<file path="config.mk">
export PLATFORM = sky130hd
export DESIGN_NAME = ultrasonic_ping_ranger
export DESIGN_NICKNAME = d
export VERILOG_FILES = /design/src/rtl/upr_pkg.sv /design/src/rtl/upr_regs.sv /design/src/rtl/ultrasonic_ping_ranger.sv
export VERILOG_INCLUDE_DIRS = /design/src /design/src/rtl
export SDC_FILE = /design/constraint.sdc
export NUM_CORES = 1
export LEC_CHECK = 0
export ABC_CLOCK_PERIOD_IN_PS = 3120
export BUFFER_PORTS_ARGS = -buffer_cell sky130_fd_sc_hd__buf_2
export CAP_MARGIN = 10
export CORE_MARGIN = 2
export CORE_UTILIZATION = 25
export DETAILED_ROUTE_END_ITERATION = 8
export GPL_TIMING_DRIVEN = 0
export MAX_ROUTING_LAYER = met4
export PLACE_DENSITY = 0.45
export SLEW_MARGIN = 0
export SYNTH_ARGS = -nofsm -noshare
export SYNTH_HDL_FRONTEND = slang
export SYNTH_SLANG_ARGS = --single-unit
</file>
<file path="constraint.sdc">
create_clock -name clk -period 3.12 [get_ports clk]
set_input_delay 0.624 -clock clk [delete_from_list [all_inputs] [get_ports clk]]
set_output_delay 0.624 -clock clk [all_outputs]
set_load 0.02 [all_outputs]
</file>
<file path="src/rtl/ultrasonic_ping_ranger_assert.svh">
// Assertion macros shared by the ultrasonic ping ranger RTL.
// Each macro takes a label, the clock, the reset, a condition and a consequence.
`ifndef ULTRASONIC_PING_RANGER_ASSERT_SVH
`define ULTRASONIC_PING_RANGER_ASSERT_SVH

// The consequence must hold in the same cycle as the condition.
`define UPR_ASSERT_SAME(lbl, ck, rs, cond, cons) \
  lbl: assert property (@(posedge ck) disable iff (rs) (cond) |-> (cons)) \
    else $error("upr assertion failed");

// The consequence must hold in the cycle after the condition.
`define UPR_ASSERT_NEXT(lbl, ck, rs, cond, cons) \
  lbl: assert property (@(posedge ck) disable iff (rs) (cond) |=> (cons)) \
    else $error("upr assertion failed");

`endif

</file>
<file path="src/rtl/upr_pkg.sv">
package upr_pkg;

  // Field widths.
  localparam int TRIG_WIDTH   = 8;
  localparam int HOLD_WIDTH   = 12;
  localparam int BLANK_WIDTH  = 10;
  localparam int TIMER_WIDTH  = 12;
  localparam int CM_WIDTH     = 11;
  localparam int REM_WIDTH    = 6;
  localparam int PADDR_WIDTH  = 4;
  localparam int PDATA_WIDTH  = 32;

  // Register reset values.
  localparam logic [TRIG_WIDTH-1:0]  TRIG_RESET  = 8'd15;
  localparam logic [HOLD_WIDTH-1:0]  HOLD_RESET  = 12'd400;
  localparam logic [BLANK_WIDTH-1:0] BLANK_RESET = 10'd80;

  // Register indexes (byte address divided by four).
  localparam logic [1:0] REG_TRIGGER = 2'd0;
  localparam logic [1:0] REG_HOLDOFF = 2'd1;
  localparam logic [1:0] REG_BLANK   = 2'd2;

  // Action codes.
  localparam logic ACT_TICK  = 1'b0;
  localparam logic ACT_START = 1'b1;

  // Sensor codes.
  localparam logic [1:0] SENSOR_LEFT   = 2'd0;
  localparam logic [1:0] SENSOR_MIDDLE = 2'd1;
  localparam logic [1:0] SENSOR_RIGHT  = 2'd2;
  localparam logic [1:0] SENSOR_IDLE   = 2'd3;

  // Echo microseconds per centimeter, and the distance ceiling.
  localparam int CM_DIVISOR = 58;
  localparam logic [REM_WIDTH-1:0] REM_LAST = REM_WIDTH'(CM_DIVISOR - 1);
  localparam logic [CM_WIDTH-1:0]  DIST_MAX = '1;

  typedef struct packed {
    logic [TRIG_WIDTH-1:0]  trigger_ticks;
    logic [HOLD_WIDTH-1:0]  holdoff_ticks;
    logic [BLANK_WIDTH-1:0] blank_ticks;
  } upr_cfg_t;

  typedef struct packed {
    logic       action;
    logic [1:0] start_sensor;
    logic [2:0] echo_levels;
  } upr_item_t;

  typedef struct packed {
    logic [2:0]          pin_drive_enable;
    logic                pin_level;
    logic [1:0]          active_sensor;
    logic [CM_WIDTH-1:0] left_cm;
    logic [CM_WIDTH-1:0] middle_cm;
    logic [CM_WIDTH-1:0] right_cm;
    logic                sweep_done;
    logic                busy_res;
  } upr_result_t;

endpackage

</file>
<file path="src/rtl/upr_regs.sv">
module upr_regs
  import upr_pkg::*;
(
  input  logic                   clk,
  input  logic                   rst,
  input  logic                   psel,
  input  logic                   penable,
  input  logic                   pwrite,
  input  logic [PADDR_WIDTH-1:0] paddr,
  input  logic [PDATA_WIDTH-1:0] pwdata,
  output logic [PDATA_WIDTH-1:0] prdata,
  output logic                   pready,
  output upr_cfg_t               cfg
);

  logic       wr_en;
  logic [1:0] reg_index;

  assign pready    = 1'b1;
  assign wr_en     = psel && penable && pwrite;
  assign reg_index = paddr[3:2];

  always_ff @(posedge clk) begin
    if (rst) begin
      cfg.trigger_ticks <= TRIG_RESET;
      cfg.holdoff_ticks <= HOLD_RESET;
      cfg.blank_ticks   <= BLANK_RESET;
    end else if (wr_en) begin
      case (reg_index)
        REG_TRIGGER: cfg.trigger_ticks <= pwdata[TRIG_WIDTH-1:0];
        REG_HOLDOFF: cfg.holdoff_ticks <= pwdata[HOLD_WIDTH-1:0];
        REG_BLANK:   cfg.blank_ticks   <= pwdata[BLANK_WIDTH-1:0];
        default: ;
      endcase
    end
  end

  always_comb begin
    case (reg_index)
      REG_TRIGGER: prdata = PDATA_WIDTH'(cfg.trigger_ticks);
      REG_HOLDOFF: prdata = PDATA_WIDTH'(cfg.holdoff_ticks);
      REG_BLANK:   prdata = PDATA_WIDTH'(cfg.blank_ticks);
      default:     prdata = '0;
    endcase
  end

endmodule

</file>
<file path="src/rtl/ultrasonic_ping_ranger.sv">
// Ultrasonic ping ranger: sequences three single-pin ultrasonic sensors (left, middle,
// right). A start word names the first sensor and is ignored while a sweep runs; every
// other word is a one-microsecond tick carrying the three sampled echo pins. For each
// sensor the pin is driven high for trigger_ticks, low for holdoff_ticks, then released;
// the echo pulse is timed with a saturating COUNT_WIDTH-bit counter, the echo level is
// ignored for blank_ticks after the rise, and the distance in centimeters (count / 58,
// capped at 2047) is kept per sensor. There is no echo timeout. The block takes one word
// per clock unless stalled and returns exactly one result word per input word; the whole
// per-word state update is a single registered step, so that step is what sets the rate.
// An output register holds the result, and a new word is taken in the same cycle the held
// result is taken. The divide by 58 is never done as such: a remainder counter modulo 58
// and a centimeter counter run alongside the echo counter. Registers sit at byte
// addresses 0, 4 and 8 of the APB port, to be written by the user only while no word is
// in flight (unenforced). A write during a sweep takes effect from the next tick on.
module ultrasonic_ping_ranger
  import upr_pkg::*;
#(
  parameter int COUNT_WIDTH = 16
) (
  input  logic                   clk,
  input  logic                   rst,
  // Input channel.
  input  logic                   item_valid,
  output logic                   item_stall,
  input  upr_item_t              item,
  // Result channel.
  output logic                   result_valid,
  input  logic                   result_stall,
  output upr_result_t            result,
  // Configuration port.
  input  logic                   psel,
  input  logic                   penable,
  input  logic                   pwrite,
  input  logic [PADDR_WIDTH-1:0] paddr,
  input  logic [PDATA_WIDTH-1:0] pwdata,
  output logic [PDATA_WIDTH-1:0] prdata,
  output logic                   pready
);

`include "ultrasonic_ping_ranger_assert.svh"

  typedef enum logic [2:0] {
    PH_IDLE,
    PH_TRIG,
    PH_HOLD,
    PH_RISE,
    PH_BLANK,
    PH_FALL
  } phase_t;

  upr_cfg_t cfg;

  upr_regs u_regs (
    .clk     (clk),
    .rst     (rst),
    .psel    (psel),
    .penable (penable),
    .pwrite  (pwrite),
    .paddr   (paddr),
    .pwdata  (pwdata),
    .prdata  (prdata),
    .pready  (pready),
    .cfg     (cfg)
  );

  // Sequencer state.
  phase_t                 phase, phase_next;
  logic [1:0]             sensor, sensor_next;
  logic [TIMER_WIDTH-1:0] timer, timer_next;
  logic [COUNT_WIDTH-1:0] echo_count, echo_count_next;
  logic [REM_WIDTH-1:0]   cm_rem, cm_rem_next;
  logic [CM_WIDTH-1:0]    cm, cm_next;
  logic [CM_WIDTH-1:0]    left_cm, left_cm_next;
  logic [CM_WIDTH-1:0]    middle_cm, middle_cm_next;
  logic [CM_WIDTH-1:0]    right_cm, right_cm_next;
  logic                   result_valid_next;
  upr_result_t            result_next;

  logic                   accept;
  logic                   done;
  logic                   lvl;
  logic [TIMER_WIDTH-1:0] timer_inc;
  logic                   count_full;
  logic [COUNT_WIDTH-1:0] count_plus;
  logic [REM_WIDTH-1:0]   rem_plus;
  logic [CM_WIDTH-1:0]    cm_plus;
  logic                   busy_next;

  // The result register is free when empty or when its word leaves this cycle.
  assign item_stall = result_valid && result_stall;
  assign accept     = item_valid && !item_stall;

  always_comb begin
    case (sensor)
      SENSOR_LEFT:   lvl = item.echo_levels[0];
      SENSOR_MIDDLE: lvl = item.echo_levels[1];
      SENSOR_RIGHT:  lvl = item.echo_levels[2];
      default:       lvl = 1'b0;
    endcase
  end

  assign timer_inc = timer + TIMER_WIDTH'(1);

  // One microsecond of echo: the counter saturates, and the remainder and
  // centimeter counters only move when the echo counter moves, so cm always
  // equals echo_count / 58, capped at the distance ceiling.
  assign count_full = (echo_count == '1);
  assign count_plus = count_full ? echo_count : echo_count + COUNT_WIDTH'(1);

  always_comb begin
    rem_plus = cm_rem;
    cm_plus  = cm;
    if (!count_full) begin
      if (cm_rem == REM_LAST) begin
        rem_plus = '0;
        if (cm != DIST_MAX) begin
          cm_plus = cm + CM_WIDTH'(1);
        end
      end else begin
        rem_plus = cm_rem + REM_WIDTH'(1);
      end
    end
  end

  always_comb begin
    phase_next      = phase;
    sensor_next     = sensor;
    timer_next      = timer;
    echo_count_next = echo_count;
    cm_rem_next     = cm_rem;
    cm_next         = cm;
    left_cm_next    = left_cm;
    middle_cm_next  = middle_cm;
    right_cm_next   = right_cm;
    done            = 1'b0;

    if (item.action == ACT_START) begin
      if (phase == PH_IDLE && item.start_sensor != SENSOR_IDLE) begin
        sensor_next = item.start_sensor;
        phase_next  = PH_TRIG;
        timer_next  = '0;
      end
    end else begin
      case (phase)
        PH_TRIG: begin
          timer_next = timer_inc;
          if (timer_inc >= TIMER_WIDTH'(cfg.trigger_ticks)) begin
            timer_next = '0;
            phase_next = (cfg.holdoff_ticks == '0) ? PH_RISE : PH_HOLD;
          end
        end
        PH_HOLD: begin
          timer_next = timer_inc;
          if (timer_inc >= cfg.holdoff_ticks) begin
            timer_next = '0;
            phase_next = PH_RISE;
          end
        end
        PH_RISE: begin
          if (lvl) begin
            echo_count_next = '0;
            cm_rem_next     = '0;
            cm_next         = '0;
            timer_next      = '0;
            phase_next      = (cfg.blank_ticks == '0) ? PH_FALL : PH_BLANK;
          end
        end
        PH_BLANK: begin
          echo_count_next = count_plus;
          cm_rem_next     = rem_plus;
          cm_next         = cm_plus;
          timer_next      = timer_inc;
          if (timer_inc >= TIMER_WIDTH'(cfg.blank_ticks)) begin
            timer_next = '0;
            phase_next = PH_FALL;
          end
        end
        PH_FALL: begin
          echo_count_next = count_plus;
          cm_rem_next     = rem_plus;
          cm_next         = cm_plus;
          if (!lvl) begin
            // Echo has ended: store this sensor and move along the sweep.
            case (sensor)
              SENSOR_LEFT:   left_cm_next   = cm_plus;
              SENSOR_MIDDLE: middle_cm_next = cm_plus;
              default:       right_cm_next  = cm_plus;
            endcase
            timer_next = '0;
            if (sensor == SENSOR_RIGHT) begin
              phase_next = PH_IDLE;
              done       = 1'b1;
            end else begin
              sensor_next = sensor + 2'd1;
              phase_next  = PH_TRIG;
            end
          end
        end
        default: ;
      endcase
    end
  end

  // The result word reports the state after this word.
  always_comb begin
    busy_next = (phase_next != PH_IDLE);
    result_next.pin_drive_enable = '0;
    if (phase_next == PH_TRIG || phase_next == PH_HOLD) begin
      case (sensor_next)
        SENSOR_LEFT:   result_next.pin_drive_enable = 3'b001;
        SENSOR_MIDDLE: result_next.pin_drive_enable = 3'b010;
        SENSOR_RIGHT:  result_next.pin_drive_enable = 3'b100;
        default:       result_next.pin_drive_enable = 3'b000;
      endcase
    end
    result_next.pin_level     = (phase_next == PH_TRIG);
    result_next.active_sensor = busy_next ? sensor_next : SENSOR_IDLE;
    result_next.left_cm       = left_cm_next;
    result_next.middle_cm     = middle_cm_next;
    result_next.right_cm      = right_cm_next;
    result_next.sweep_done    = done;
    result_next.busy_res      = busy_next;
  end

  assign result_valid_next = accept || (result_valid && result_stall);

  always_ff @(posedge clk) begin
    if (rst) begin
      phase        <= PH_IDLE;
      sensor       <= SENSOR_LEFT;
      timer        <= '0;
      echo_count   <= '0;
      cm_rem       <= '0;
      cm           <= '0;
      left_cm      <= '0;
      middle_cm    <= '0;
      right_cm     <= '0;
      result_valid <= 1'b0;
    end else begin
      result_valid <= result_valid_next;
      if (accept) begin
        phase      <= phase_next;
        sensor     <= sensor_next;
        timer      <= timer_next;
        echo_count <= echo_count_next;
        cm_rem     <= cm_rem_next;
        cm         <= cm_next;
        left_cm    <= left_cm_next;
        middle_cm  <= middle_cm_next;
        right_cm   <= right_cm_next;
      end
    end
    if (accept) begin
      result <= result_next;
    end
  end

  // A start arriving mid-sweep must leave the phase alone.
  `UPR_ASSERT_NEXT(a_start_ignored_busy, clk, rst, accept && item.action == ACT_START && phase != PH_IDLE, phase == $past(phase))
  // The centimeter remainder never reaches the divisor.
  `UPR_ASSERT_SAME(a_rem_range, clk, rst, 1'b1, cm_rem <= REM_LAST)
  // A finished sweep is reported as idle.
  `UPR_ASSERT_SAME(a_done_idle, clk, rst, result_valid && result.sweep_done, !result.busy_res && result.active_sensor == SENSOR_IDLE)
  // A driven-high pin is always exactly one pin.
  `UPR_ASSERT_SAME(a_level_onehot, clk, rst, result_valid && result.pin_level, $onehot(result.pin_drive_enable))

endmodule
</file>
== After elaboration in Yosys (flattened, before gate mapping) ==
Index checks and enable logic that the tools add are counted.
W data, S select, Z words.
Word-level totals
  ROM bits: 0
  memories: 0
  output and inout bits: 76
  bits in latches: 0
  memory bits (writable): 0
  register bits: 155
  input port bits: 49
  logic and storage cells: 131
Operators by class
  shifts and indexed selects: 0
  $add $sub $neg: 5
  mux-type cells: 52
  bitwise logic cells: 2
  $mul: 0
  reductions and logical operators: 26
  magnitude comparators: 3
  div/mod/pow operators: 0
  eq/ne operators: 22
Operator list (number)
  $mux W11: 16
  $mux W12: 7
  $pmux W12 S5: 1
  $pmux W12 S3: 1
  $mux W16: 2
  $pmux W16 S2: 1
  $pmux W11 S2: 1
  $mux W3: 7
  $mux W6: 3
  $add A16 B1 Y16 const B: 1
  $eq A16 B16 Y1 const B: 1
  $pmux W3 S5: 1
  $add A12 B1 Y12 const B: 1
  $ge A12 B10 Y1: 1
  $ge A12 B12 Y1: 1
  $ge A12 B8 Y1: 1
  $logic_not A12 Y1: 1
  $pmux W6 S2: 1
  $add A11 B1 Y11 const B: 1
  $ne A11 B11 Y1 const B: 1
  $logic_not A10 Y1: 1
  $mux W2: 5
  $reduce_and A5 Y1: 2
  $eq A3 B2 Y1 const B: 3
  other kinds (26): 49

== Longest topological paths before layout ==
  depth after elaboration: 8
  depth in mapped cells: 13
  mapped depth without buffers: 13

== Hierarchy ==
Synthesis repeated with hierarchy kept, for this count alone.
Unflattened totals
  cells, all modules: 930
  area total of the unflattened synthesis: 8564.5 um^2
Modules (own cells, without submodules)
  ultrasonic_ping_ranger: sequential area each 2912.8 um^2, times used 1, cells each 751, area an instance 6900.4 um^2
  upr_regs: sequential area each 600.6 um^2, times used 1, cells each 179, area an instance 1664.1 um^2

== Least setup slack after synthesis ==
No wires, ideal clock.
  path kind: reg-to-reg
  from: register timer[0]
  to: register timer[1]
  path buffers: 0
  stages on the path, launching flop included: 13
  clock period less this slack: 3.231 ns
  setup slack: -0.111 ns
  data required time: 3.028 ns
  arrival time: 3.139 ns
  setup time: 0.092 ns
  path through: dfxtp_1 -> ha_1 -> and3_2 -> a31oi_1 -> or2_2 -> ha_1 -> nand4_1 -> o211ai_1 -> or4_1 -> or3_1 -> a21oi_2 -> nor2_1 -> o32ai_1
Between the ends
  cells in the longest elaborated chain, start to end: 5
  elaborated cells between the ends (all ways): 9
  classes of those cells: 1 x add/sub; 3 x order compare; 5 x mux
Ends and longest elaborated chain
  start: declaration: line ultrasonic_ping_ranger.sv:69  | logic [TIMER_WIDTH-1:0] timer, timer_next;
  start signal: assignment: line ultrasonic_ping_ranger.sv:244  | timer <= timer_next;
  $add A12 B1 Y12 *: line ultrasonic_ping_ranger.sv:102  | assign timer_inc = timer + TIMER_WIDTH'(1);
  $ge A12 B10 Y1 (tied with other cells): line ultrasonic_ping_ranger.sv:173  | if (timer_inc >= TIMER_WIDTH'(cfg.blank_ticks)) begin
  $mux W12 (on tied branches): line ultrasonic_ping_ranger.sv:173, ultrasonic_ping_ranger.sv:147, ultrasonic_ping_ranger.sv:154
  $pmux W12 S5 *: line ultrasonic_ping_ranger.sv:144  | case (phase)
  $mux W12 *: line ultrasonic_ping_ranger.sv:137  | if (item.action == ACT_START) begin
Every way passes the cells marked *; elsewhere a longest branch is shown, timed or not.
A chain may end at the register's enable or synchronous reset.

== Worst setup path in the final report ==
  from: register timer[0]
  to: register result[40] (netlist bit) (data pin)
Between the ends
  cells in the longest elaborated chain, start to end: 7
  elaborated cells between the ends (all ways): 12
  classes of those cells: 1 x add/sub; 3 x order compare; 2 x eq/ne; 5 x mux; 1 x reduce/logical
Ends and longest elaborated chain
  $add A12 B1 Y12 *: line ultrasonic_ping_ranger.sv:102
  $ge A12 B10 Y1 (tied with other cells): line ultrasonic_ping_ranger.sv:173
  $mux W3 (on tied branches): line ultrasonic_ping_ranger.sv:173, ultrasonic_ping_ranger.sv:147, ultrasonic_ping_ranger.sv:154
  $pmux W3 S5 *: line ultrasonic_ping_ranger.sv:144
  $mux W3 *: line ultrasonic_ping_ranger.sv:137
  $eq A3 B1 Y1 or $eq A3 B2 Y1 (tied branches): line ultrasonic_ping_ranger.sv:208  | if (phase_next == PH_TRIG || phase_next == PH_HOLD) begin
  $logic_or A1 B1 Y1 *: line ultrasonic_ping_ranger.sv:208
  end signal: assignment: line ultrasonic_ping_ranger.sv:254  | result <= result_next;
  end: declaration: line ultrasonic_ping_ranger.sv:29  | output upr_result_t result,
Marked as above.

==> impl_results.md <==
* Synth warnings at 0
* Layout Utilization at 0.3205
* Skew final at about 8.5 ps
* Clock-pin slew on the worst setup and hold paths at ~60 ps
* Async SR Flop Fraction at 0
* Detailed Place HPWL at 16070 um
* Fin crit share at 1.056
* Core ar. at 0.03156 mm^2
* GP Congestion at 0.8236
* Final worst setup slack at -174.8 ps
* Clock tree buffer depth at 2
* Yosys reg bits at between 150 and 200
* Die W at 182.8 um
* Antenna Nets Post-Route at 0
* Site Rows at 65
* Violated checks: setup timing
* Routed Wire Length at 22120 um
* Slew headroom at 0.3558
* Total gr overflow at 0
* DR pass1 iterations at 6
* # nets final at approximately 1100
* Post-Syn Area at between 0.007 and 0.008 mm^2
* Data required time of the worst path at ~3300 ps
* Initial Utilization at 0.2533
* DR vias at between 6000 and 7000
* DR iter-0 viols at slightly below 400
* Htree depth at 4
* Least-Margin Pin Slew at ~960 ps
* HP Class: primary input to flop
* Total negative slack at -1873 ps
* CTS Buf Count at 17
* Gr usage total at 0.1390
* Gr busiest metal: met2
* Number of port buffers at 80
* Met3 Use GR at 0.03038
* Peak supply drop at about 0.00033 V
* RSZ-0062 raised after global routing: true
* M1 GR Usage at 0.1828
* Largest net degree at the start of global routing at 38
* Drt drc at 0
* P_leak at approximately 3.7 nW
* Syn avg cell area at between 8 and 9 um^2
* Number of fill cells at approximately 3300
* CP cell instances: nand4_1 -> buf_4 -> nor2_4 -> xnor2_2 -> inv_2 -> buf_4 -> ha_1 -> a21oi_1 -> o21ai_1 -> a2111oi_2 -> buf_4 -> nand2_2 -> o31a_1 -> mux2i_2 -> nor3_1
* Drt wl/cell at between 15 and 20 um
* Fraction of layout cells with a size suffix above 1 at 0.2254
* DR vias/cell at 4.706
* Synth unique cells at 65
* Most used DFF post-synth: dfxtp_1
* Post-Synthesis Cells at between 900 and 1000
* Initial antenna violation count at 1
* Placement Setup Slack at -1256 ps
* Power density over the cells at ~440 mW/mm^2
* Slowest-stage cell, CP: dfxtp_4
* Crit Path Max Fanout at 4
* Tmin final at between 3000 and 4000 ps
* Final hold vios at 0
* Die height at 182.8 um
* Status: finished with violations
* Max Slew Vio Count at 0
* Critical path endpoint category: flop
* CTS tree: built
* CP arrival at 3470 ps
* Overall Power at 4.453 mW
* Die ar. at 0.03342 mm^2
* Hold WS at around 410 ps
* Grt met2 use at 0.2122
* Setup crit start kind: flop
* Kind of critical path: flop to flop
* Seq/Total Area, Yosys at 0.4395
* Area delta synth->final at 26.50%
* First-pass GRT wire length at 35530 um
* Vias in the first global route at roughly 6600
* Maxcap violations at 0
* Clock root buffer master: clkbuf_16
* Hold Buf Count CTS at 0
* Max Clock Freq at 303.5 MHz
* I/O pins at 125
* Max incr delay on CP at approximately 390 ps
* Sink Count at between 150 and 200
* Post-synth EDFFs at 41
* Final setup vio count at 17
* Most numerous cell on the critical path: buf_4
* Clock Latency Late Sink at between 400 and 500 ps
cells by family after synthesis:
group                    count (synthesis)  share of synthesized area
AND/OR/NAND/NOR                        352                     0.2083
AO/OA/AOI/OAI                          197                     0.1628
flip-flops                             155                     0.4395
buffers and inverters                  112                    0.06480
adder cells (fa/ha/maj)                 40                    0.06261
XOR/XNOR                                36                    0.03944
multiplexers                            17                    0.02160
other                                    2                  0.0009395
cell usage after synthesis, types with 4 or more instances:
library cell,number,area (um^2)
nand2b_1,13,81.33
o21ai_0,60,300.3
a211oi_1,39,292.8
xnor2_1,24,210.2
nor2_1,106,397.9
and4_1,5,43.79
nor2b_1,11,68.82
a211o_1,11,96.34
and2_1,11,68.82
edfxtp_1,41,1231
nor4_1,11,68.82
buf_2,6,30.03
o21a_1,4,30.03
or2_2,6,37.54
buf_4,22,165.2
o22ai_1,5,31.28
nand4_1,22,137.6
nor3_1,20,100.1
o31ai_1,5,37.54
inv_1,52,195.2
and3_1,6,37.54
clkbuf_1,30,112.6
nand2_1,107,401.6
a31oi_1,4,25.02
or3_1,8,50.05
mux2i_1,15,150.1
nand3_1,15,75.07
ha_1,40,500.5
dfxtp_1,114,2282
xor2_1,12,105.1
a21oi_1,35,175.2
power breakdown:
part	internal [mW]	leakage [nW]	switching (mW)
logic	0.127	2.14	0.239
clock network	1.04	0.255	0.929
registers	2.10	1.34	0.0194
total	3.27	3.74	1.19
worst max-delay path: cells and delay by family (launching register included):
family,cells,cell delay [ps]
compound gates,4,780
mux,1,240
buf+inv,4,660
simple gates,4,530
fa+ha+maj,1,280
xor+xnor,1,150
flops,1,390
sequential cells by signal, summed over array words and instances, names as in the netlist:
register      flops
u_regs.cfg       30
cm_rem            6
timer            12
left_cm          11
result_valid      1
sensor            2
phase             3
result           41
cm               11
middle_cm        11
echo_count       16
right_cm         11
per-stage QoR:
stage | cells | area (um^2)
detailed placement | 1413 | 9000
finish | 1472 | 10110
global route | 1472 | 10110
CTS | 1469 | 10000
floorplan | 930 | 8077
global placement | 1412 | 8980
final cells by class:
cell class                      count  area [um^2]  area share
Inverter                           52        195.2     0.01930
Timing Repair Buffer              108        634.4     0.06273
Buffer                             59        317.8     0.03143
Clock inverter                     13        111.4     0.01101
Sequential cell                   155         3527      0.3488
Antenna cell                        1        2.502   0.0002475
Clock buffer                       19        432.9     0.04281
Tap cell                          402        503.0     0.04974
Multi-Input combinational cell    663         4388      0.4339
routing by layer:
| metal | part of all wire | vias to the layer above |
|---|---|---|
| met3 | 0.045 | 22 |
| met2 | 0.45 | 153 |
| met5 | 0 | - |
| met1 | 0.49 | 3266 |
| met4 | 0.015 | 0 |
| li1 | - | 3486 |
repair_timing:
action,4_1_cts,5_1_grt
pin swaps,30,15
endpoints found under the setup margin,22,85
setup buffers,24,3
gates resized for setup,56,23
worst paths after layout:
path,start,to,slack (ps),depth (start not counted)
worst max-delay path,timer[0],result[40],-170,15
worst max register to register,timer[0],result[40],-170,15
worst min-delay path,item_valid,result_valid,410,3
worst min register to register,u_regs.cfg[9],u_regs.cfg[9],490,2
cell usage in the layout (no fill, tap or decap), types with 5 or more instances in the layout:
master / instances
conb_1: 21
dfxtp_1: 109
nand4_1: 22
a211o_1: 11
clkbuf_16: 17
buf_2: 86
ha_1: 34
a211oi_1: 38
nor2_1: 100
and4_1: 5
nor2b_1: 11
nor3_1: 16
xnor2_1: 18
buf_4: 45
nand3_1: 11
edfxtp_1: 41
o22ai_1: 5
ha_4: 6
and2_1: 10
a21oi_1: 34
nand2_1: 105
or3_1: 7
nor4_1: 9
mux2i_1: 14
xnor2_2: 5
inv_1: 49
o21ai_0: 56
nand2b_1: 12
xor2_1: 10
and3_1: 6
clkbuf_1: 30
or2_2: 5
(Power assumes the default switching activity.)
